File: src/rtl/tdr_pkg.sv
// Types and constants shared by the tracked device RSSI table.
// Holds the item structs, the slot record, the controller states and its commands.
package tdr_pkg;

    typedef struct packed {
        logic [1:0]         action;
        logic               source;
        logic [47:0]        mac_address;
        logic [3:0]         vendor_code;
        logic               phone_flag;
        logic signed [7:0]  rssi_sample;
        logic               connected;
        logic [31:0]        now_ms;
    } t_in_item;

    typedef struct packed {
        logic [2:0]         status;
        logic [4:0]         slot_index;
        logic [15:0]        device_id;
        logic signed [7:0]  median_rssi;
        logic signed [15:0] smoothed_rssi_q8;
        logic [3:0]         stored_vendor;
        logic               stored_phone;
        logic [5:0]         expired_count;
    } t_out_item;

    typedef struct packed {
        logic [47:0]        mac;
        logic [15:0]        id;
        logic               source;
        logic [3:0]         vendor;
        logic               phone;
        logic               conn;
        logic [2:0]         fill;
        logic [2:0]         nxt;
        logic signed [15:0] ema;
        logic               ema_vld;
        logic [31:0]        last_seen;
    } t_slot_rec;

    typedef enum logic [3:0] {
        S_IDLE,
        S_HASH,
        S_SCAN,
        S_SCAN_END,
        S_SEL,
        S_LOAD,
        S_MED,
        S_EMA,
        S_WRITE,
        S_EXP_OUT
    } t_state;

    typedef struct packed {
        logic capture;
        logic hash_init;
        logic hash_step;
        logic scan_clr;
        logic rd_issue;
        logic rd_sel;
        logic build;
        logic med;
        logic ema;
        logic commit;
        logic exp_out;
    } t_dp_cmd;

    typedef struct packed {
        logic hash_done;
        logic is_expire;
        logic out_free;
    } t_dp_stat;

    localparam logic [31:0] FNV_BASIS  = 32'h811C9DC5;
    localparam logic [31:0] FNV_PRIME  = 32'h01000193;
    localparam logic [3:0]  HASH_STEPS = 4'd10;
    localparam logic [3:0]  SALT_BYTES = 4'd4;
    localparam logic [3:0]  HASH_LAST  = 4'd9;

    localparam logic signed [8:0] ALPHA_NUM  = 9'sd102;
    localparam logic signed [8:0] ALPHA_REST = 9'sd154;

    localparam logic [1:0] CFG_ID_SALT  = 2'd0;
    localparam logic [1:0] CFG_BLE_TMO  = 2'd1;
    localparam logic [1:0] CFG_WIFI_TMO = 2'd2;

    localparam logic [31:0] BLE_TMO_RST  = 32'd30000;
    localparam logic [31:0] WIFI_TMO_RST = 32'd180000;

    localparam logic [1:0] ACT_OBSERVE = 2'd0;
    localparam logic [1:0] ACT_TOUCH   = 2'd1;
    localparam logic [1:0] ACT_EXPIRE  = 2'd2;

    localparam logic [2:0] STAT_HIT      = 3'd0;
    localparam logic [2:0] STAT_NEW_FREE = 3'd1;
    localparam logic [2:0] STAT_NEW_OLD  = 3'd2;
    localparam logic [2:0] STAT_TOUCH    = 3'd3;
    localparam logic [2:0] STAT_EXPIRE   = 3'd4;

    localparam logic [5:0] EXP_CNT_MAX = 6'd63;

endpackage

File: src/rtl/tdr_ctrl.sv
// Controller of the tracked device RSSI table: sequences hash, slot scan and update.
// Depends on tdr_pkg.
module tdr_ctrl #(
    parameter int SLOT_COUNT = 32
) (
    input  logic                          i_clk,
    input  logic                          i_rst_n,
    input  logic                          i_in_valid,
    input  tdr_pkg::t_dp_stat             i_stat,
    output tdr_pkg::t_dp_cmd              o_cmd,
    output logic [$clog2(SLOT_COUNT)-1:0] o_idx,
    output logic                          o_in_stall
);
    import tdr_pkg::*;

    localparam int IDX_W = $clog2(SLOT_COUNT);

    t_state             r_state, n_state;
    logic [IDX_W-1:0]   r_cnt, n_cnt;

    always_ff @(posedge i_clk) begin
        if (!i_rst_n) begin
            r_state <= S_IDLE;
            r_cnt   <= '0;
        end else begin
            r_state <= n_state;
            r_cnt   <= n_cnt;
        end
    end

    always_comb begin
        n_state    = r_state;
        n_cnt      = r_cnt;
        o_cmd      = '0;
        o_idx      = r_cnt;
        o_in_stall = 1'b1;
        case (r_state)
            S_IDLE: begin
                o_in_stall = !i_rst_n;
                if (i_rst_n && i_in_valid) begin
                    o_cmd.capture   = 1'b1;
                    o_cmd.hash_init = 1'b1;
                    n_state         = S_HASH;
                end
            end
            S_HASH: begin
                if (i_stat.hash_done) begin
                    o_cmd.scan_clr = 1'b1;
                    n_cnt          = '0;
                    n_state        = S_SCAN;
                end else begin
                    o_cmd.hash_step = 1'b1;
                end
            end
            S_SCAN: begin
                o_cmd.rd_issue = 1'b1;
                if (r_cnt == IDX_W'(SLOT_COUNT - 1)) begin
                    n_state = S_SCAN_END;
                end else begin
                    n_cnt = r_cnt + 1'b1;
                end
            end
            S_SCAN_END: begin
                n_state = i_stat.is_expire ? S_EXP_OUT : S_SEL;
            end
            S_SEL: begin
                o_cmd.rd_sel = 1'b1;
                n_state      = S_LOAD;
            end
            S_LOAD: begin
                o_cmd.build = 1'b1;
                n_state     = S_MED;
            end
            S_MED: begin
                o_cmd.med = 1'b1;
                n_state   = S_EMA;
            end
            S_EMA: begin
                o_cmd.ema = 1'b1;
                n_state   = S_WRITE;
            end
            S_WRITE: begin
                if (i_stat.out_free) begin
                    o_cmd.commit = 1'b1;
                    n_state      = S_IDLE;
                end
            end
            S_EXP_OUT: begin
                if (i_stat.out_free) begin
                    o_cmd.exp_out = 1'b1;
                    n_state       = S_IDLE;
                end
            end
            default: begin
                n_state = S_IDLE;
            end
        endcase
    end
endmodule

File: config.mk
export PLATFORM = sky130hd
export DESIGN_NAME = tdr_ctrl
export DESIGN_NICKNAME = d
export VERILOG_FILES = /design/src/rtl/tdr_pkg.sv /design/src/rtl/tdr_ctrl.sv
export SDC_FILE = /design/constraint.sdc
export NUM_CORES = 1
export LEC_CHECK = 0
export BUFFER_PORTS_ARGS = -buffer_cell sky130_fd_sc_hd__buf_2
export CAP_MARGIN = 0
export CORE_MARGIN = 2
export CORE_UTILIZATION = 46
export CTS_CLUSTER_DIAMETER = 100
export DETAILED_ROUTE_END_ITERATION = 7
export GPL_TIMING_DRIVEN = 0
export HOLD_SLACK_MARGIN = 0.15
export PLACE_DENSITY = 0.75
export SLEW_MARGIN = 20
export SYNTH_ARGS = -nofsm -noshare
export SYNTH_HDL_FRONTEND = slang
export SYNTH_SLANG_ARGS = --single-unit
File: constraint.sdc
create_clock -name i_clk -period 2.8 [get_ports i_clk]
set_clock_uncertainty 0.15 [all_clocks]
set_input_delay 0.14 -clock i_clk [delete_from_list [all_inputs] [get_ports i_clk]]
set_output_delay 0.14 -clock i_clk [all_outputs]
set_load 0.01 [all_outputs]
# Word level (Yosys, flattened, before mapping)
# Index checks and enable logic that the tools add are counted.
dict set report totals {
  word_cells 48
  ff_bits 9
}
dict set report op_classes {
  n_reduce_logical 7
  n_addsub 1
  eq_ne 15
  muxes 23
}
# operator count
set op_table {}
lappend op_table {{$pmux W4 S9} 1}
lappend op_table {{$mux W4} 5}
lappend op_table {{$eq A4 B3 Y1 const B} 4}
lappend op_table {{$mux W1} 11}
lappend op_table {{$mux W5} 2}
lappend op_table {{$pmux W5 S2} 1}
lappend op_table {{$eq A4 B2 Y1 const B} 2}
lappend op_table {{$eq A4 B4 Y1 const B} 2}
lappend op_table {{$ne A2 B2 Y1 const B} 4}
lappend op_table {{$mux W2} 3}
lappend op_table {{$add A5 B1 Y5 const B} 1}
lappend op_table {{$eq A5 B5 Y1 const B} 1}
lappend op_table {{$eq A4 B1 Y1 const B} 1}
lappend op_table {{$logic_not A4 Y1} 1}
lappend op_table {{$reduce_and A4 Y1} 1}
lappend op_table {{$reduce_and A3 Y1} 1}
lappend op_table {{$ne A2 B1 Y1 const B} 1}
lappend op_table {{$reduce_bool A2 Y1} 1}
lappend op_table {{$reduce_or A2 Y1} 1}
lappend op_table {{$logic_and A1 B1 Y1} 1}
lappend op_table {{$logic_not A1 Y1} 1}

# Depth between registers and ports, before layout
# Gate-level depths: netlist (run 1).
dict set report logic_depth {
  depth_word 4
  mapped_depth 7
  depth_no_buf 7
}

# Worst setup path before layout (run 1)
# No wires, ideal clock.
dict set report synth_timing {
  kind {flip-flop to flip-flop}
  start {register r_cnt[0], in the netlist o_idx[0]}
  end {register r_cnt[2], in the netlist o_idx[2]}
  path_buffers 0
  stages_incl_launch_ff 8
  path_slack_ns 0.705
  required_time_ns 2.535
  synth_period_minus_slack_ns 2.095
  arrival_time_ns 1.830
  path_cell_list {dfxtp_1 > ha_1 > and3_1 > ha_1 > or3b_4 > a2111oi_2 > xnor2_1 > nor2_1}
}
dict set report synth_between {
  elab_chain_cells 3
  elab_cells_between_ends 6
}
# item line_no
set synth_lines {}
lappend synth_lines {{from (decl)} tdr_ctrl.sv:19} ;# logic [IDX_W-1:0] r_cnt, n_cnt;
lappend synth_lines {{from (signal assigned)} tdr_ctrl.sv:27} ;# r_cnt <= n_cnt;
lappend synth_lines {{$add A5 B1 Y5 / $eq A5 B5 Y1 (equally long branches)} {tdr_ctrl.sv:60, tdr_ctrl.sv:57}}
lappend synth_lines {{$mux W5 / $ne A2 B2 Y1 (equally long branches)} --}
lappend synth_lines {{$pmux W5 S2 / $reduce_and A3 Y1 (equally long branches)} --}
# Several ways; a longest one is shown, not always the timed one. The select of a mux whose other input is x is not followed.
# A chain may end at the register's enable or synchronous reset.

# Worst setup path in the final report (run 1)
dict set report layout_timing {
  start {register r_cnt[0], in the netlist o_idx[0]}
  end {register r_cnt[3], in the netlist o_idx[3]}
}
# Same word-level chain as after synthesis.

==> results.toml, run 1 <==
[finish]
drive_gt1_frac = 0.287
nets = 117
multi_input_area_um2 = 409
final_core_util = 0.635
regArea_um2 = 180
fin_area_um2 = 816
diodes = 0
nFillCells = 115
syn_to_final_growth_pct = 30.4

[synthesis]
syn_inst = 79
async_reset_ff_frac = 0
post-synth-top-count-cell = "nor2_1"
synth_seq_area_share = 0.288
yosysWarningCount = 0
yosysTopAreaCellShare = 0.288
synth_ff_type = "dfxtp_1"
syn-mean-instance-area_um2 = 7.92
synth_edf_count = 0
yosysUniqueCellTypes = 29
synth-seq-cells = 9
syn-cell-area_um2 = 626
yosys.area.top_type = "dfxtp_1"
synthTopCellsByArea = "dfxtp_1 (29%), nor2_1 (6.6%), nand2b_1 (6.0%), a2111oi_2 (4.8%), nand2_1 (4.2%)"
synth_nets = 87
synth_commonest_cells = "nor2_1 (11), dfxtp_1 (9), nand2_1 (7), nand2b_1 (6)"

[floorplan]
rows = 13
die_h_um = 40.9
boundaryPins = 23
coreArea_um2 = 1280
die_width_um = 40.9
die_area_um2 = 1670
start_util = 0.487

[run_status]
outcome = "completed"

[critical_path]
critPathSlowestCell = "or3b_4"
crit_buf_inv = 0
startpoint_type = "register"
reg2reg_slack_ps = 640
crit_family = "simple AND/OR/NAND/NOR gates"
r2r_cells = 7
worstPathCellList = "ha_1, and3_1, ha_1, or3b_4, a2111oi_2, xnor2_1, nor2_1"
worstSetupPathType = "reg -> reg"
reg2reg_from = "o_idx[0]"
end_kind = "register"
crit_path_max_fanout = 4
reg2reg_to = "o_idx[3]"
worstPathRequired_ps = 2800
cp_common_cell = "ha_1"
cp.arrival_ps = 2170
slowest_delay_ps = 410

[drt]
routed_via_density = 5.28
dr.pass1.iters = 4
drt_wl_total_um = 1440
drcViolationCount = 0
wl_per_cell_um = 11.7
ant_nets = 0
vias = 650
drt_iter0_markers = 16

[cts]
numCtsBuffers = 3
cts_setup_buffers = 0
clock_latency_ps = 260
cts_buffer_depth = 2
cts_tree = "built"
path_clk_slew_ps = 60
cts_root_buffer = "clkbuf_4"
clkSinkCount = 9
htree_levels = 1

[min_path]
min_path_type = "in -> reg"
min_path_cells = 4
holdPathEnd = "r_state[1]"
holdCritStartpoint = "i_in_valid"

[timing]
rsz0062_at_grt = "false"
tightest_slew_ps = 427
fin_tns_setup_ps = 0
finalCritPeriodShare = 0.772
relSlewSlack = 0.713
fmax_mhz = 462
hold_viol = 0
final_max_slew_viol_count = 0
fin_crit_ps = 2160
finalSetupViolCount = 0

[placement]
gp_congestion = 0.781
dpl_cell_area_um2 = 749
hpwl_um = 1080
io_buffers = 21

[pwr]
cellLeakagePower_nw = 0.378
p_per_area_nw_per_um2 = 651
max-vdd-ir-drop_mv = 0.448

[global_routing]
grt_max_degree = 11
grt_usage = 0.206
antenna_found_initial = 0
grt_pass1_vias = 551
grt_pass1_wl_um = 2240
grt_overflow = 0

[flow_run]
drv_cap = 0
[sequential cells by signal, indices dropped and copies added (netlist names)]
signal   flops
r_state      4
o_idx        5
[layout make-up]
cell class	instances	share of cell area
Clock buffer	4	0.0322
Inverter	2	0.00920
Tap cell	15	0.0230
Buffer	6	0.0353
Timing Repair Buffer	25	0.178
Multi-Input combinational cell	62	0.502
Sequential cell	9	0.221
[stage by stage]
step	hold WS (ps)	setup slack, ps	cells	power [mW]
after floorplan	180	705	79	0.364
after global placement	329	665	115	0.425
final	248	637	123	0.531
after detailed placement	328	632	115	0.428
after CTS	220	618	123	0.536
after global routing	244	499	123	0.572
[tightest hold or removal path: cells and delay by family]
kind / cells / cell delay (ps)
AO/OA/AOI/OAI: 1 / 210
buffers and inverters: 1 / 100
multiplexers: 1 / 80
AND/OR/NAND/NOR: 1 / 80
[metal layers]
metal | up-vias | global-route usage | share of wire
met2 | 17 | 0.348 | 0.51
met5 | - | 0 | 0
met3 | 2 | 0.0978 | 0.056
li1 | 333 | - | -
met4 | 0 | 0.0250 | 0.0028
met1 | 298 | 0.239 | 0.43
[how the worst max path moves through the flow]
stage | start | end | slack, ps | cells past startpoint
3_3_place_gp | o_idx[0] | o_idx[2] | 660 | 7
2_1_floorplan | o_idx[0] | o_idx[2] | 710 | 7
4_1_cts | o_idx[0] | o_idx[3] | 620 | 7
5_1_grt | o_idx[0] | o_idx[2] | 500 | 7
6_report | o_idx[0] | o_idx[3] | 640 | 7
3_5_place_dp | o_idx[0] | o_idx[3] | 630 | 7
[power breakdown]
| group | total, mW | internal (mW) | switching [mW] | leakage [nW] |
|---|---|---|---|---|
| combinational | 0.265 | 0.123 | 0.142 | 0.290 |
| sequential | 0.167 | 0.146 | 0.0211 | 0.0729 |
| clock | 0.0995 | 0.0549 | 0.0446 | 0.0150 |
[cell usage in the layout, fill, tap and decap left out]
cell,netlist,routed
buf_2,2,23
nor2_1,11,11
dfxtp_1,9,9
nand2_1,7,7
nand2b_1,6,6
nor3_1,4,4
nand3_1,4,4
dlygate4sd3_1,0,4
clkbuf_1,2,3
xnor2_1,3,3
a21boi_1,3,3
clkbuf_4,0,3
nor4b_1,2,2
nor4_1,2,2
inv_1,2,2
nor2b_1,2,2
nand3b_1,2,2
a2111oi_2,2,2
a21o_1,2,2
mux2i_1,2,2
ha_1,2,2
nor4b_2,1,1
and3_1,1,1
buf_1,1,1
or3b_4,1,1
o21a_1,1,1
or2b_1,1,1
o21ai_0,1,1
a221o_1,1,1
a21oi_1,1,1
buf_4,1,1
[logic make-up (layout without fill, tap and decap cells)]
| group | Yosys count | after routing | synth area share |
|---|---|---|---|
| compound gates | 11 | 11 | 0.152 |
| fa+ha+maj | 2 | 2 | 0.0400 |
| buf+inv | 8 | 37 | 0.0580 |
| mux | 2 | 2 | 0.0320 |
| flops | 9 | 9 | 0.288 |
| simple gates | 44 | 44 | 0.388 |
| xor+xnor | 3 | 3 | 0.0420 |
[repair_timing]
item	CTS	global route
hold endpoints to repair	6	0
hold buffers	4	0
gates resized for setup	0	0
(Power assumes the default switching activity.)
==> inputs of run 2 (changes only) <==
- CORE_UTILIZATION: 46 -> 42
- PLACE_DENSITY: 0.75 -> 0.72
- clock period: 2.8 -> 1.8 ns (I/O delays scaled with it)
==> run 2 against run 1 <==
  * The run now ends with setup timing left
  * Largest cell class unchanged
  * Utilization up 6.2 points
  * Global-route usage down 0.69 points
  * Critical path depth unchanged
  * Flip-flop and latch count unchanged
  * Cell count up 1.6%
  * Die area up 8.6%
  * Fmax up 5.0%
  * Register-to-register slack worse by 900 ps
  * First-iteration DRC count down 50%
  * Non-clock buffer count up 2
==> results.toml, run 2 (synthesis gave the netlist of run 1 again) <==
[placement]
io_buffers = 21
gp_congestion = 0.778
place_ws_ps = -333
hpwl_um = 1200

[global_routing]
antenna_found_initial = 0
grt_pass1_wl_um = 2700
grt_overflow = 0
grt_pass1_vias = 596
grt_max_degree = 11
grt_usage = 0.199

[drt]
routed_via_density = 5.52
drcViolationCount = 0
drt_iter0_markers = 8
dr.pass1.iters = 4
wl_per_cell_um = 13.1
ant_nets = 0
drt_wl_total_um = 1640
vias = 690

[critical_path]
end_kind = "register"
worstSetupPathType = "reg -> reg"
worstPathRequired_ps = 1800
r2r_cells = 7
crit_path_max_fanout = 4
startpoint_type = "register"
cp.arrival_ps = 2060

[timing]
fmax_mhz = 485
final_max_slew_viol_count = 0
tightest_slew_ps = 392
hold_viol = 0
setup_slack_ps = -260
fin_crit_ps = 2060
rsz0062_at_grt = "true"
finalSetupViolCount = 6
relSlewSlack = 0.735
finalCritPeriodShare = 1.14

[floorplan]
rows = 13
die_width_um = 42.6
coreArea_um2 = 1350
start_util = 0.463
die_h_um = 42.6
die_area_um2 = 1810
boundaryPins = 23

[flow_run]
drv_cap = 0

[finish]
nFillCells = 110
final_cell_mix = "buf_2 (22), nor2_1 (11), nand2_1 (7), dfxtp_1 (7), nand2b_1 (6)"
final_common_cell = "buf_2"
syn_to_final_growth_pct = 50.4
drive_gt1_frac = 0.427
diodes = 0
nets = 119
largest_reg_flops = 5

[cts]
cts_buffer_depth = 2
path_clk_slew_ps = 60
cts_root_buffer = "clkbuf_4"
htree_levels = 1
numCtsBuffers = 3
cts_tree = "built"
clkSinkCount = 9
clock_latency_ps = 260

[run_status]
outcome = "finished, violations left"
violations = "setup timing"

[min_path]
min_path_type = "in -> reg"
min_path_cells = 4

[pwr]
max-vdd-ir-drop_mv = 0.729
cellLeakagePower_nw = 0.411
power_mw = 0.937
p_per_area_nw_per_um2 = 996
run 2: worst max-delay path, stage by stage, from the launching register on:
cell       delay [ps]
dfxtp_4           350
ha_4              150
and3_4            180
ha_4              150
or3b_4            430
a2111oi_4         330
xnor2_1           160
nor2_1             50
run 2: final cells by class:
cell class              count  area [µm²]  area share
plain buffers               5        32.5      0.0346
clock buffers               4        26.3      0.0279
inverters                   2        7.51     0.00798
multi-input cells          62         503       0.535
flip-flops and latches      9         188       0.199
well taps                  15        18.8      0.0199
repair buffers             28         165       0.176
run 2: per-layer routing:
layer / share of wire / global-route usage
met5: 0 / 0
met1: 0.44 / 0.236
met2: 0.52 / 0.338
met4: 0.0049 / 0.0563
met3: 0.041 / 0.0647
run 2: path summary, 6_finish.rpt:
path / startpoint / endpoint / slack (ps)
worst max-delay path: o_idx[1] / o_idx[2] / -260
worst min-delay path: i_in_valid / r_state[0] / 240
worst max register to register: o_idx[1] / o_idx[2] / -260
worst min register to register: o_idx[4] / o_idx[4] / 370
run 2: metrics by stage:
stage / instances / hold WS, ps / area (µm²) / TNS [ps] / utilization
final: 125 / 238 / 941 / -1290 / 0.697
after global routing: 125 / 267 / 941 / -1770 / 0.697
after CTS: 124 / 210 / 891 / -1250 / 0.660
after detailed placement: 115 / 312 / 810 / -1430 / 0.600
after global placement: 115 / 308 / 810 / -1280 / 0.600
after floorplan: 79 / 80.4 / 686 / -918 / -
run 2: timing repair:
item / CTS / global route
pin swaps: 4 / 4
setup endpoints to repair: 14 / 10
resized for setup: 3 / 12
hold buffers: 3 / 0
endpoints found under the hold margin: 7 / 0
buffers inserted: 2 / 2
run 2: power by group:
part           total [mW]  internal (mW)  switching, mW
registers           0.265          0.229         0.0355
clock network       0.151         0.0851         0.0660
logic               0.521          0.255          0.266
total               0.937          0.569          0.368
